--- config.mk ---
export PLATFORM = sky130hd
export DESIGN_NAME = crc_checked_frame_receiver_flat
export DESIGN_NICKNAME = d
export VERILOG_FILES = /design/src/sv/ccfr_pkg.sv /design/src/sv/ccfr_in_if.sv /design/src/sv/ccfr_out_if.sv /design/src/sv/crc_checked_frame_receiver.sv /design/src/flat_wrapper.sv
export SDC_FILE = /design/constraint.sdc
export NUM_CORES = 1
export LEC_CHECK = 0
export BUFFER_PORTS_ARGS = -buffer_cell sky130_fd_sc_hd__buf_2
export CELL_PAD_IN_SITES_DETAIL_PLACEMENT = 0
export CELL_PAD_IN_SITES_GLOBAL_PLACEMENT = 1
export CORE_MARGIN = 1
export CORE_UTILIZATION = 40
export DETAILED_ROUTE_END_ITERATION = 8
export GPL_TIMING_DRIVEN = 0
export PLACE_DENSITY = 0.83
export SKIP_LAST_GASP = 1
export SLEW_MARGIN = 15
export SYNTH_ARGS = -nofsm -noshare
export SYNTH_HDL_FRONTEND = slang
export SYNTH_SLANG_ARGS = --single-unit
--- constraint.sdc ---
create_clock -name clk -period 4.25 [get_ports clk]
set_input_delay 0.85 -clock clk [delete_from_list [all_inputs] [get_ports clk]]
set_output_delay 0.85 -clock clk [all_outputs]
set_load 0.05 [all_outputs]
--- src/sv/ccfr_pkg.sv ---
// ----------------------------------------------------------------------------
// ccfr_pkg
// Shared types, codes and helpers for the crc checked frame receiver.
// ----------------------------------------------------------------------------
`default_nettype none

package ccfr_pkg;

  localparam int unsigned PADDR_W  = 3;
  localparam int unsigned PDATA_W  = 32;

  localparam logic [7:0]  MAX_DATA_BYTES    = 8'd252;
  localparam logic [7:0]  LAST_INDEX_IDLE   = 8'hFF;
  // id, length and the two crc bytes frame the data; the last crc byte sits at index length + 3
  localparam logic [7:0]  FRAME_OVERHEAD    = 8'd3;
  localparam logic [15:0] CRC_POLY_RESET    = 16'hA001;
  localparam logic [15:0] GAP_TIMEOUT_RESET = 16'd3000;

  typedef enum logic [2:0] {
    EV_STORED  = 3'd0,
    EV_GOOD    = 3'd1,
    EV_CRC_ERR = 3'd2,
    EV_TIMEOUT = 3'd3,
    EV_LEN_ERR = 3'd4
  } ev_kind_t;

  typedef enum logic {
    CMD_BYTE = 1'b0,
    CMD_TICK = 1'b1
  } cmd_t;

  typedef enum logic {
    REG_CRC_POLYNOMIAL    = 1'b0,
    REG_GAP_TIMEOUT_TICKS = 1'b1
  } cfg_reg_t;

  // one byte through a reflected crc16, lsb first
  function automatic logic [15:0] crc_feed(input logic [15:0] crc_in,
                                           input logic [7:0]  data,
                                           input logic [15:0] poly);
    logic [15:0] crc;
    crc = crc_in;
    for (int k = 0; k < 8; k++) begin
      if (crc[0] ^ data[k]) begin
        crc = (crc >> 1) ^ poly;
      end else begin
        crc = crc >> 1;
      end
    end
    return crc;
  endfunction

endpackage

`default_nettype wire

--- src/sv/ccfr_in_if.sv ---
// ----------------------------------------------------------------------------
// ccfr_in_if
// Input channel: received link bytes and timer ticks.
// ----------------------------------------------------------------------------
`default_nettype none

interface ccfr_in_if;
  logic       valid;
  logic       ready;
  logic       command;
  logic [7:0] rx_byte;

  modport source (output valid, output command, output rx_byte, input ready);
  modport sink   (input valid, input command, input rx_byte, output ready);
endinterface

`default_nettype wire

--- src/sv/ccfr_out_if.sv ---
// ----------------------------------------------------------------------------
// ccfr_out_if
// Output channel: one event word per received byte or frame abort.
// ----------------------------------------------------------------------------
`default_nettype none

interface ccfr_out_if;
  logic       valid;
  logic       ready;
  logic [2:0] event_kind;
  logic [7:0] byte_value;
  logic [7:0] byte_position;
  logic [7:0] frame_id;
  logic [7:0] frame_length;
  logic       frame_end;

  modport source (output valid, output event_kind, output byte_value,
                  output byte_position, output frame_id, output frame_length,
                  output frame_end, input ready);
  modport sink   (input valid, input event_kind, input byte_value,
                  input byte_position, input frame_id, input frame_length,
                  input frame_end, output ready);
endinterface

`default_nettype wire

--- src/sv/crc_checked_frame_receiver.sv ---
// ----------------------------------------------------------------------------
// crc_checked_frame_receiver
// Parses id / length / data / crc16 frames from a byte stream, with gap timeout.
// ----------------------------------------------------------------------------
//  channel   dir  handshake        payload
//  in_ch     in   valid / ready    command, rx_byte
//  out_ch    out  valid / ready    event_kind, byte_value, byte_position,
//                                  frame_id, frame_length, frame_end
//  apb       in   psel / penable   paddr, pwdata, prdata (pready tied high)
//
//  one word per cycle while in_ch.ready is high; results are registered
//  the per-cycle path is one 8-bit crc step plus the frame position compares
//  in_ch.ready is low only while the output register holds a word not taken
//  rst is synchronous, active high; all but out_* payload regs get reset values
// ----------------------------------------------------------------------------
`default_nettype none

module crc_checked_frame_receiver (
  input  wire logic                           clk,
  input  wire logic                           rst,
  ccfr_in_if.sink                             in_ch,
  ccfr_out_if.source                          out_ch,
  input  wire logic                           psel,
  input  wire logic                           penable,
  input  wire logic                           pwrite,
  input  wire logic [ccfr_pkg::PADDR_W-1:0]   paddr,
  input  wire logic [ccfr_pkg::PDATA_W-1:0]   pwdata,
  output logic      [ccfr_pkg::PDATA_W-1:0]   prdata,
  output logic                                pready
);
  import ccfr_pkg::*;

  // configuration
  logic [15:0] crc_polynomial;
  logic [15:0] gap_timeout_ticks;
  cfg_reg_t    reg_sel;
  logic        cfg_write;

  // frame state
  logic [7:0]  byte_index,    byte_index_next;
  logic [7:0]  last_index,    last_index_next;
  logic [15:0] running_crc,   running_crc_next;
  logic [7:0]  crc_high_byte, crc_high_byte_next;
  logic [7:0]  held_id,       held_id_next;
  logic [7:0]  held_length,   held_length_next;
  logic [15:0] gap_counter,   gap_counter_next;
  logic        gap_armed,     gap_armed_next;

  // result of the current word
  logic        res_valid;
  ev_kind_t    res_kind;
  logic [7:0]  res_value;
  logic [7:0]  res_position;
  logic [7:0]  res_id;
  logic [7:0]  res_length;
  logic        res_end;

  // output register
  logic        out_valid;
  ev_kind_t    out_kind;
  logic [7:0]  out_value;
  logic [7:0]  out_position;
  logic [7:0]  out_id;
  logic [7:0]  out_length;
  logic        out_end;

  logic        in_fire;
  logic        stored;
  logic [15:0] gap_limit;
  logic [15:0] gap_inc;
  logic [7:0]  pos;
  logic [7:0]  b;

  // ---------------- configuration port ----------------
  assign pready    = 1'b1;
  assign reg_sel   = cfg_reg_t'(paddr[2]);
  assign cfg_write = psel && penable && pwrite && pready;

  always_ff @(posedge clk) begin
    if (rst) begin
      crc_polynomial    <= CRC_POLY_RESET;
      gap_timeout_ticks <= GAP_TIMEOUT_RESET;
    end else if (cfg_write) begin
      unique case (reg_sel)
        REG_CRC_POLYNOMIAL:    crc_polynomial    <= pwdata[15:0];
        REG_GAP_TIMEOUT_TICKS: gap_timeout_ticks <= pwdata[15:0];
        default: ;
      endcase
    end
  end

  always_comb begin
    unique case (reg_sel)
      REG_CRC_POLYNOMIAL:    prdata = {16'h0000, crc_polynomial};
      REG_GAP_TIMEOUT_TICKS: prdata = {16'h0000, gap_timeout_ticks};
      default:               prdata = '0;
    endcase
  end

  // ---------------- frame parsing ----------------
  assign in_ch.ready = !out_valid || out_ch.ready;
  assign in_fire     = in_ch.valid && in_ch.ready;
  assign pos         = byte_index;
  assign b           = in_ch.rx_byte;
  // a zero timeout behaves as one tick
  assign gap_limit   = (gap_timeout_ticks == 16'd0) ? 16'd1 : gap_timeout_ticks;
  assign gap_inc     = gap_counter + 16'd1;

  always_comb begin
    byte_index_next    = byte_index;
    last_index_next    = last_index;
    running_crc_next   = running_crc;
    crc_high_byte_next = crc_high_byte;
    held_id_next       = held_id;
    held_length_next   = held_length;
    gap_counter_next   = gap_counter;
    gap_armed_next     = gap_armed;
    res_valid          = 1'b0;
    res_kind           = EV_STORED;
    res_value          = b;
    res_position       = pos;
    res_id             = held_id;
    res_length         = held_length;
    res_end            = 1'b0;
    stored             = 1'b0;

    if (in_fire) begin
      if (cmd_t'(in_ch.command) == CMD_TICK) begin
        if (gap_armed) begin
          gap_counter_next = gap_inc;
          if (gap_inc >= gap_limit) begin
            res_valid        = 1'b1;
            res_kind         = EV_TIMEOUT;
            res_value        = 8'd0;
            res_end          = 1'b1;
            byte_index_next  = 8'd0;
            gap_armed_next   = 1'b0;
            gap_counter_next = 16'd0;
          end
        end
      end else begin
        stored = 1'b1;
        if (pos == 8'd0) begin
          held_id_next       = b;
          held_length_next   = 8'd0;
          last_index_next    = LAST_INDEX_IDLE;
          running_crc_next   = crc_feed(16'h0000, b, crc_polynomial);
          crc_high_byte_next = 8'd0;
          res_id             = b;
          res_length         = 8'd0;
        end else if (pos == 8'd1) begin
          if (b > MAX_DATA_BYTES) begin
            stored     = 1'b0;
            res_valid  = 1'b1;
            res_kind   = EV_LEN_ERR;
            res_length = 8'd0;
            res_end    = 1'b1;
            byte_index_next  = 8'd0;
            gap_armed_next   = 1'b0;
            gap_counter_next = 16'd0;
          end else begin
            held_length_next = b;
            last_index_next  = b + FRAME_OVERHEAD;
            running_crc_next = crc_feed(running_crc, b, crc_polynomial);
            res_length       = b;
          end
        end else if (pos == last_index) begin
          stored    = 1'b0;
          res_valid = 1'b1;
          res_kind  = ({crc_high_byte, b} == running_crc) ? EV_GOOD : EV_CRC_ERR;
          res_end   = 1'b1;
          byte_index_next  = 8'd0;
          gap_armed_next   = 1'b0;
          gap_counter_next = 16'd0;
        end else if (pos + 8'd1 == last_index) begin
          crc_high_byte_next = b;
        end else begin
          running_crc_next = crc_feed(running_crc, b, crc_polynomial);
        end

        if (stored) begin
          res_valid        = 1'b1;
          byte_index_next  = pos + 8'd1;
          gap_counter_next = 16'd0;
          gap_armed_next   = 1'b1;
        end
      end
    end
  end

  always_ff @(posedge clk) begin
    if (rst) begin
      byte_index    <= 8'd0;
      last_index    <= LAST_INDEX_IDLE;
      running_crc   <= 16'h0000;
      crc_high_byte <= 8'd0;
      held_id       <= 8'd0;
      held_length   <= 8'd0;
      gap_counter   <= 16'd0;
      gap_armed     <= 1'b0;
    end else begin
      byte_index    <= byte_index_next;
      last_index    <= last_index_next;
      running_crc   <= running_crc_next;
      crc_high_byte <= crc_high_byte_next;
      held_id       <= held_id_next;
      held_length   <= held_length_next;
      gap_counter   <= gap_counter_next;
      gap_armed     <= gap_armed_next;
    end
  end

  // ---------------- output register ----------------
  always_ff @(posedge clk) begin
    if (rst) begin
      out_valid <= 1'b0;
    end else if (in_fire) begin
      out_valid <= res_valid;
    end else if (out_ch.ready) begin
      out_valid <= 1'b0;
    end
  end

  always_ff @(posedge clk) begin
    if (in_fire && res_valid) begin
      out_kind     <= res_kind;
      out_value    <= res_value;
      out_position <= res_position;
      out_id       <= res_id;
      out_length   <= res_length;
      out_end      <= res_end;
    end
  end

  assign out_ch.valid         = out_valid;
  assign out_ch.event_kind    = out_kind;
  assign out_ch.byte_value    = out_value;
  assign out_ch.byte_position = out_position;
  assign out_ch.frame_id      = out_id;
  assign out_ch.frame_length  = out_length;
  assign out_ch.frame_end     = out_end;

`ifndef SYNTHESIS
  // closing or aborting a frame leaves the receiver waiting for an id byte
  a_end_to_idle: assert property (@(posedge clk) disable iff (rst)
    (in_fire && res_valid && res_end) |=> (byte_index == 8'd0 && !gap_armed))
    else $error("frame end did not return to idle");

  // the gap timer only runs once a byte of the frame is in
  a_armed_mid_frame: assert property (@(posedge clk) disable iff (rst)
    gap_armed |-> (byte_index != 8'd0))
    else $error("gap timer armed with no partial frame");

  // only a byte-stored word leaves the frame open
  a_kind_vs_end: assert property (@(posedge clk) disable iff (rst)
    out_valid |-> ((out_kind == EV_STORED) == !out_end))
    else $error("event kind disagrees with frame end");

  // past the length byte the held length is always in range
  a_length_range: assert property (@(posedge clk) disable iff (rst)
    (byte_index > 8'd1) |-> (held_length <= MAX_DATA_BYTES))
    else $error("held length out of range");

  // a new word appears only from an accepted input
  a_rise_from_accept: assert property (@(posedge clk) disable iff (rst)
    $rose(out_valid) |-> $past(in_fire))
    else $error("output word without accepted input");
`endif

endmodule

`default_nettype wire
--- src/flat_wrapper.sv ---
// flat-port wrapper written by rule: the top's interface ports become plain ports
module crc_checked_frame_receiver_flat import ccfr_pkg::*;
  (clk, rst, psel, penable, pwrite, paddr, pwdata, prdata, pready, in_ch_valid, in_ch_command, in_ch_rx_byte, in_ch_ready, out_ch_valid, out_ch_event_kind, out_ch_byte_value, out_ch_byte_position, out_ch_frame_id, out_ch_frame_length, out_ch_frame_end, out_ch_ready);
  ccfr_in_if in_ch_i ();
  ccfr_out_if out_ch_i ();
  input  wire logic clk;
  input  wire logic rst;
  input  wire logic psel;
  input  wire logic penable;
  input  wire logic pwrite;
  input  wire logic [ccfr_pkg::PADDR_W-1:0] paddr;
  input  wire logic [ccfr_pkg::PDATA_W-1:0] pwdata;
  output logic      [ccfr_pkg::PDATA_W-1:0] prdata;
  output logic pready;
  input wire logic [$bits(in_ch_i.valid)-1:0] in_ch_valid;
  input wire logic [$bits(in_ch_i.command)-1:0] in_ch_command;
  input wire logic [$bits(in_ch_i.rx_byte)-1:0] in_ch_rx_byte;
  output wire logic [$bits(in_ch_i.ready)-1:0] in_ch_ready;
  output wire logic [$bits(out_ch_i.valid)-1:0] out_ch_valid;
  output wire logic [$bits(out_ch_i.event_kind)-1:0] out_ch_event_kind;
  output wire logic [$bits(out_ch_i.byte_value)-1:0] out_ch_byte_value;
  output wire logic [$bits(out_ch_i.byte_position)-1:0] out_ch_byte_position;
  output wire logic [$bits(out_ch_i.frame_id)-1:0] out_ch_frame_id;
  output wire logic [$bits(out_ch_i.frame_length)-1:0] out_ch_frame_length;
  output wire logic [$bits(out_ch_i.frame_end)-1:0] out_ch_frame_end;
  input wire logic [$bits(out_ch_i.ready)-1:0] out_ch_ready;
  assign in_ch_i.valid = in_ch_valid;
  assign in_ch_i.command = in_ch_command;
  assign in_ch_i.rx_byte = in_ch_rx_byte;
  assign in_ch_ready = in_ch_i.ready;
  assign out_ch_valid = out_ch_i.valid;
  assign out_ch_event_kind = out_ch_i.event_kind;
  assign out_ch_byte_value = out_ch_i.byte_value;
  assign out_ch_byte_position = out_ch_i.byte_position;
  assign out_ch_frame_id = out_ch_i.frame_id;
  assign out_ch_frame_length = out_ch_i.frame_length;
  assign out_ch_frame_end = out_ch_i.frame_end;
  assign out_ch_i.ready = out_ch_ready;
  crc_checked_frame_receiver u_core (.clk(clk), .rst(rst), .in_ch(in_ch_i), .out_ch(out_ch_i), .psel(psel), .penable(penable), .pwrite(pwrite), .paddr(paddr), .pwdata(pwdata), .prdata(prdata), .pready(pready));
endmodule
## Word level (Yosys, flattened, before mapping)

Index checks and enable logic that the tools add are counted.

- Flip-flop bits (word level): 142
- Bits of input ports: 51
- Output and inout bits: 71
- Logic and storage cells: 302

- Add/sub/neg operators: 3
- Order comparisons: 2
- Equality and inequality tests: 14
- Multiplexer cells: 200
- Bitwise logic cells: 46
- Reductions and logical operators: 20

Operators by type and width:

| kind | number |
|---|---|
| 16-bit two-way mux | 135 |
| 15-bit by 16-bit XOR with 16-bit output | 22 |
| 8-bit two-way mux | 30 |
| 32-bit one-hot mux with 2 select lines | 1 |
| 1-bit two-way mux | 26 |
| 1-bit XOR | 22 |
| 3-bit two-way mux | 6 |
| 16-bit by 1-bit adder with 16-bit output, second input constant | 1 |
| 16-bit == test | 1 |
| 8-bit == test | 2 |
| 16-bit >= comparator | 1 |
| 16-bit logical NOT | 1 |
| 5-bit AND reduction | 3 |
| 2-bit by 1-bit inequality test with 1-bit output, second input constant | 5 |
| 8-bit by 1-bit adder with 8-bit output, second input constant | 1 |
| 8-bit by 2-bit adder with 8-bit output, second input constant | 1 |
| 8-bit by 1-bit == test with 1-bit output, second input constant | 1 |
| 8-bit > comparator, second input constant | 1 |
| 8-bit logical NOT | 1 |
| 4-bit AND reduction | 2 |
| 3-bit by 1-bit inequality test with 1-bit output, second input constant | 2 |
| 6-bit AND reduction | 1 |
| 2-bit nonzero test | 3 |
| 1-bit logical AND | 4 |
| 9 further kinds | 12 |

## Longest topological paths before layout

- Word-level depth: 62
- Gate-level depth with buffers: 19
- Depth with buffers taken out: 17

## Worst setup path after synthesis

Ideal clock, no wire load.

- Path kind: input port to flip-flop
- From: in in_ch_rx_byte[0]
- To: reg u_core.running_crc[9]
- Library setup time: 0.122 ns
- Arrival time: 4.329 ns
- Data required time: 4.128 ns
- Path slack: -0.201 ns
- Cell stages on the path: 15
- Path buffers: 3
- Path through: buf_4 xnor2_2 buf_6 nor3_4 or2_1 a31o_1 a311oi_4 xor2_2 or4_4 buf_6 a311oi_1 a2111oi_0 a311o_1 and3_1 a221o_1

- Cells in the longest elaborated chain, start to end: 62
- Elaborated cells on any way between the ends: 172
- Classes of those cells: order compare (1); eq/ne (1); mux (126); bitwise (43); reduce/logical (1)

Ends and longest elaborated chain:

| what | RTL line | text |
|---|---|---|
| from (decl) | flat_wrapper.sv:17 | `input wire logic [$bits(in_ch_i.rx_byte)-1:0] in_ch_rx_byte;` |
| 1-bit XOR | ccfr_pkg.sv:44 | `if (crc[0] ^ data[k]) begin` |
| 16-bit two-way mux | ccfr_pkg.sv:44 |  |
| 16-bit two-way mux | crc_checked_frame_receiver.sv:175 | `end else if (pos + 8'd1 == last_index) begin` |
| 16-bit two-way mux | crc_checked_frame_receiver.sv:167 | `end else if (pos == last_index) begin` |
| 16-bit two-way mux | crc_checked_frame_receiver.sv:151 | `end else if (pos == 8'd1) begin` |
| 16-bit two-way mux | crc_checked_frame_receiver.sv:143 | `if (pos == 8'd0) begin` |
| 16-bit two-way mux | crc_checked_frame_receiver.sv:128 | `if (cmd_t'(in_ch.command) == CMD_TICK) begin` |
| 16-bit two-way mux | crc_checked_frame_receiver.sv:127 | `if (in_fire) begin` |
| [46 not listed] | n/a |  |
| 16-bit two-way mux | crc_checked_frame_receiver.sv:128 |  |
| 16-bit two-way mux | crc_checked_frame_receiver.sv:127 |  |
| 15-bit by 16-bit XOR with 16-bit output / 1-bit XOR (equally long branches) | ccfr_pkg.sv:45, ccfr_pkg.sv:44 |  |
| 16-bit two-way mux | ccfr_pkg.sv:44 |  |
| 16-bit two-way mux | crc_checked_frame_receiver.sv:175 |  |
| 16-bit two-way mux | crc_checked_frame_receiver.sv:167 |  |
| 16-bit two-way mux | crc_checked_frame_receiver.sv:151 |  |
| 16-bit two-way mux | crc_checked_frame_receiver.sv:143 |  |
| to (signal assigned) | crc_checked_frame_receiver.sv:204 | `running_crc <= running_crc_next;` |
| to (decl) | crc_checked_frame_receiver.sv:42 | `logic [15:0] running_crc, running_crc_next;` |

Parallel ways exist; a longest one is shown, timed or not. The select of a mux whose other input is x is not followed.
A chain may end at the register's enable or synchronous reset.

## Final worst setup path

- From: in in_ch_rx_byte[0]
- To: reg u_core.running_crc[4]

- Cells in the longest elaborated chain, start to end: 62
- Elaborated cells on any way between the ends: 172
- Classes of those cells: order compare (1); eq/ne (1); mux (126); bitwise (43); reduce/logical (1)

Ends and longest elaborated chain:

| what | RTL line |
|---|---|
| 1-bit XOR | ccfr_pkg.sv:44 |
| 16-bit two-way mux | ccfr_pkg.sv:44 |
| 16-bit two-way mux | crc_checked_frame_receiver.sv:175 |
| 16-bit two-way mux | crc_checked_frame_receiver.sv:167 |
| 16-bit two-way mux | crc_checked_frame_receiver.sv:151 |
| 16-bit two-way mux | crc_checked_frame_receiver.sv:143 |
| 16-bit two-way mux | crc_checked_frame_receiver.sv:128 |
| 16-bit two-way mux | crc_checked_frame_receiver.sv:127 |
| [46 not listed] | n/a |
| 16-bit two-way mux | crc_checked_frame_receiver.sv:128 |
| 16-bit two-way mux | crc_checked_frame_receiver.sv:127 |
| 15-bit by 16-bit XOR with 16-bit output / 1-bit XOR (equally long branches) | ccfr_pkg.sv:45, ccfr_pkg.sv:44 |
| 16-bit two-way mux | ccfr_pkg.sv:44 |
| 16-bit two-way mux | crc_checked_frame_receiver.sv:175 |
| 16-bit two-way mux | crc_checked_frame_receiver.sv:167 |
| 16-bit two-way mux | crc_checked_frame_receiver.sv:151 |
| 16-bit two-way mux | crc_checked_frame_receiver.sv:143 |

Parallel ways exist; a longest one is shown, timed or not. The select of a mux whose other input is x is not followed.

==> metrics.yaml <==
die:
  die-width_um: 180
  initial_utilization: 0.410
  io_pins: 122
  dieArea_sq_um: 32400
  core_area_sq_um: 30900
  rows: 64
  die_h_um: 180
setup_path:
  start_kind: "input pin"
  end_kind: "register"
  r2r_start: "u_core.crc_polynomial[1]"
  reg2reg_to: "u_core.running_crc[9]"
  cp_cell_sequence: "buf_12 -> xnor2_4 -> buf_12 -> xnor2_4 -> mux2i_1 -> or3_4 -> and2_1 -> buf_6 -> and3_4 -> o31ai_4 -> o2111ai_2 -> a22o_1 -> buf_4 -> buf_2 -> a311oi_1 -> nor3_1 -> a221o_1"
  path_max_fanout: 10
  crit_type: "input pin to register"
  required_ps: 4570
  cp.arrival_ps: 4530
  slowest_stage: "or3_4"
  slowest_delay_ps: 420
  reg2reg_depth: 16
  r2r_setup_slack_ps: 100
yosys:
  yosysUniqueCellTypes: 91
  yosys-top-cells-area: "dfxtp_1 17%, xnor2_1 10%, edfxtp_1 8.5%, nand2_1 6.8%, o21ai_0 3.5%"
  syn_area_sq_um: 12700
  syn_avg_cell_area_sq_um: 7.92
  synth_top_area_share: 0.167
  yosysWarnings: 0
  synth_edf_count: 36
  synth_top_cell_by_area: "dfxtp_1"
  synthCells: 1601
  ys_ff_latch: 142
  synth_flop_cell: "dfxtp_1"
  yosysSeqAreaShare: 0.253
  ys_async_sr_fraction: 0
global_routing:
  grt_pass1_wl_um: 69800
  track_usage: 0.274
  grt_pass1_vias: 12296
  grt-ovfl-total: 0
  grt_max_degree: 37
  antenna_found_initial: 1
min_path:
  hold_depth: 0
  hp-start: "u_core.byte_index[3]"
  hold_class: "register to register"
  min_to: "u_core.out_ch.byte_position[3]"
cts:
  clk_latency_ps: 440
  path_clk_slew_ps: 60
  holdBufCountCts: 0
  cts_root_buffer: "clkbuf_16"
  clock_path_buffers: 2
  htreeDepth: 4
  clock_sinks: 142
  cts_tree: "built"
  cts_buffers: 17
drt:
  vias: 13103
  route.detailed.drc: 0
  finalWirelength_um: 45700
  dr.pass1.iters: 5
  antenna_left: 0
  avgRoutedWirePerCell_um: 21.1
  via_per_inst: 6.06
  drt_iter0_markers: 1194
power:
  power_density_nw_per_um2: 332
  ir_worst_vdd_v: 0.000277
  total_power_uw: 5130
  p_leak_uw: 0.00586
finish:
  regArea_sq_um: 3210
  area_growth_pct: 21.8
  nets: 1825
  fillCellCount: 2995
  final_common_cell: "nand2_1"
  final_cell_mix: "230 x nand2_1, 135 x xnor2_1, 103 x dfxtp_1, 91 x nor2_1, 91 x buf_2"
  n_antenna_cell: 0
  stdcell_count: 2162
  drive_gt1_frac: 0.224
  multi_input_area_sq_um: 9290
timing:
  final-setup-viol-count: 0
  timing.final.crit_period_ps: 4210
  rsz0062_at_grt: "yes"
  tightestPinTransition_ps: 1020
  slew_viol_final: 0
  tns_ps: 0
  skew_ps: 11.1
  slew_headroom: 0.313
  min_period_over_period: 0.990
  fmax_mhz: 238
  hold_viol: 0
placed_design:
  dp_cells: 2093
  gp_congestion: 0.988
  port_buffers: 81
  post-dp-hpwl_um: 33800
run:
  cap_violations: 0
outcome:
  status: "finished clean"
cell type report:
class,count,area share
Timing Repair Buffer,123,0.0517
Clock buffer,18,0.0278
Multi-Input combinational cell,1268,0.602
Inverter,42,0.0106
Clock inverter,14,0.00794
Tap cell,396,0.0321
Sequential cell,142,0.208
Buffer,159,0.0605
critical path, delay by kind of cell:
| family | cells | cell delay, ps |
|---|---|---|
| multiplexers | 1 | 150 |
| XOR/XNOR | 2 | 410 |
| buffers and inverters | 5 | 710 |
| AO/OA/AOI/OAI | 5 | 1500 |
| AND/OR/NAND/NOR | 4 | 910 |
routing by layer:
metal	GRT usage	vias up	share of wire
met2	0.442	606	0.46
met4	0.125	2	0.038
met5	0	-	0.00020
li1	-	6075	-
met1	0.357	6325	0.42
met3	0.0481	95	0.080
where the power goes:
part / internal, uW / switching (uW) / leakage, uW
logic: 895 / 1310 / 0.00441
clock network: 769 / 665 / 0.000265
registers: 1430 / 57.0 / 0.00119
total: 3090 / 2040 / 0.00586
logic make-up after synthesis:
logic type | after synthesis | synth area share
compound gates | 422 | 0.248
xor+xnor | 209 | 0.168
fa+ha+maj | 21 | 0.0207
buf+inv | 206 | 0.0749
flops | 142 | 0.253
mux | 17 | 0.0145
other cells | 2 | 0.000592
simple gates | 582 | 0.221
synth_stat cells (11+ instances only):
cell        n
and4_1     15
o21ai_0    88
a31oi_1    30
a211o_1    11
edfxtp_1   36
nand2b_1   16
nor2b_1    21
buf_4      23
nand2_1   231
inv_1      41
a21oi_1    73
clkbuf_1  104
nor2_1     95
o2111a_1   22
o21a_1     15
ha_1       21
and3_1     12
xnor2_1   145
xnor3_1    16
nand4_1    20
a22oi_1    18
dfxtp_1   106
nor3_1     42
xor2_1     39
nand3_1    72
a22o_1     11
o221a_2    13
a311oi_1   24
a221o_1    13
mux2_2     11
buf_2      18
registers in the layout, indices dropped and copies added, names as in the netlist:
register,cells
u_core.out_ch.frame_id,8
u_core.gap_timeout_ticks,16
u_core.out_ch.frame_end,1
u_core.gap_armed,1
u_core.out_ch.frame_length,8
u_core.crc_high_byte,8
u_core.out_ch.event_kind,3
u_core.held_length,8
u_core.crc_polynomial,16
u_core.held_id,8
u_core.last_index,8
u_core.out_ch.valid,1
u_core.out_ch.byte_value,8
u_core.out_ch.byte_position,8
u_core.gap_counter,16
u_core.running_crc,16
u_core.byte_index,8
worst max-delay path by stage:
stage	from	to	slack, ps
6_report	in_ch_rx_byte[0]	u_core.running_crc[4]	40
5_1_grt	in_ch_rx_byte[0]	u_core.running_crc[3]	-50
4_1_cts	in_ch_rx_byte[1]	u_core.running_crc[6]	-0.6
3_5_place_dp	in_ch_rx_byte[1]	u_core.running_crc[6]	-1110
3_3_place_gp	in_ch_rx_byte[1]	u_core.running_crc[4]	-1080
2_1_floorplan	in_ch_rx_byte[0]	u_core.running_crc[11]	-100
metrics by stage:
| step | area [sq um] | utilization | setup slack, ps | hold slack, ps |
|---|---|---|---|---|
| after floorplan | 12800 | - | -100 | 406 |
| after global placement | 13700 | 0.444 | -1080 | 416 |
| after detailed placement | 13700 | 0.444 | -1110 | 413 |
| after CTS | 14600 | 0.473 | -0.555 | 431 |
| after global routing | 15400 | 0.500 | -46.5 | 443 |
| final | 15400 | 0.500 | 42.6 | 435 |
what timing repair did:
item / 4_1_cts / 5_1_grt
endpoints found under the setup margin: 78 / 84
resized for setup: 69 / 143
pin swaps: 7 / 41
cloned: 0 / 3
setup buffers: 8 / 31
Power figures use the tool's default switching activity.
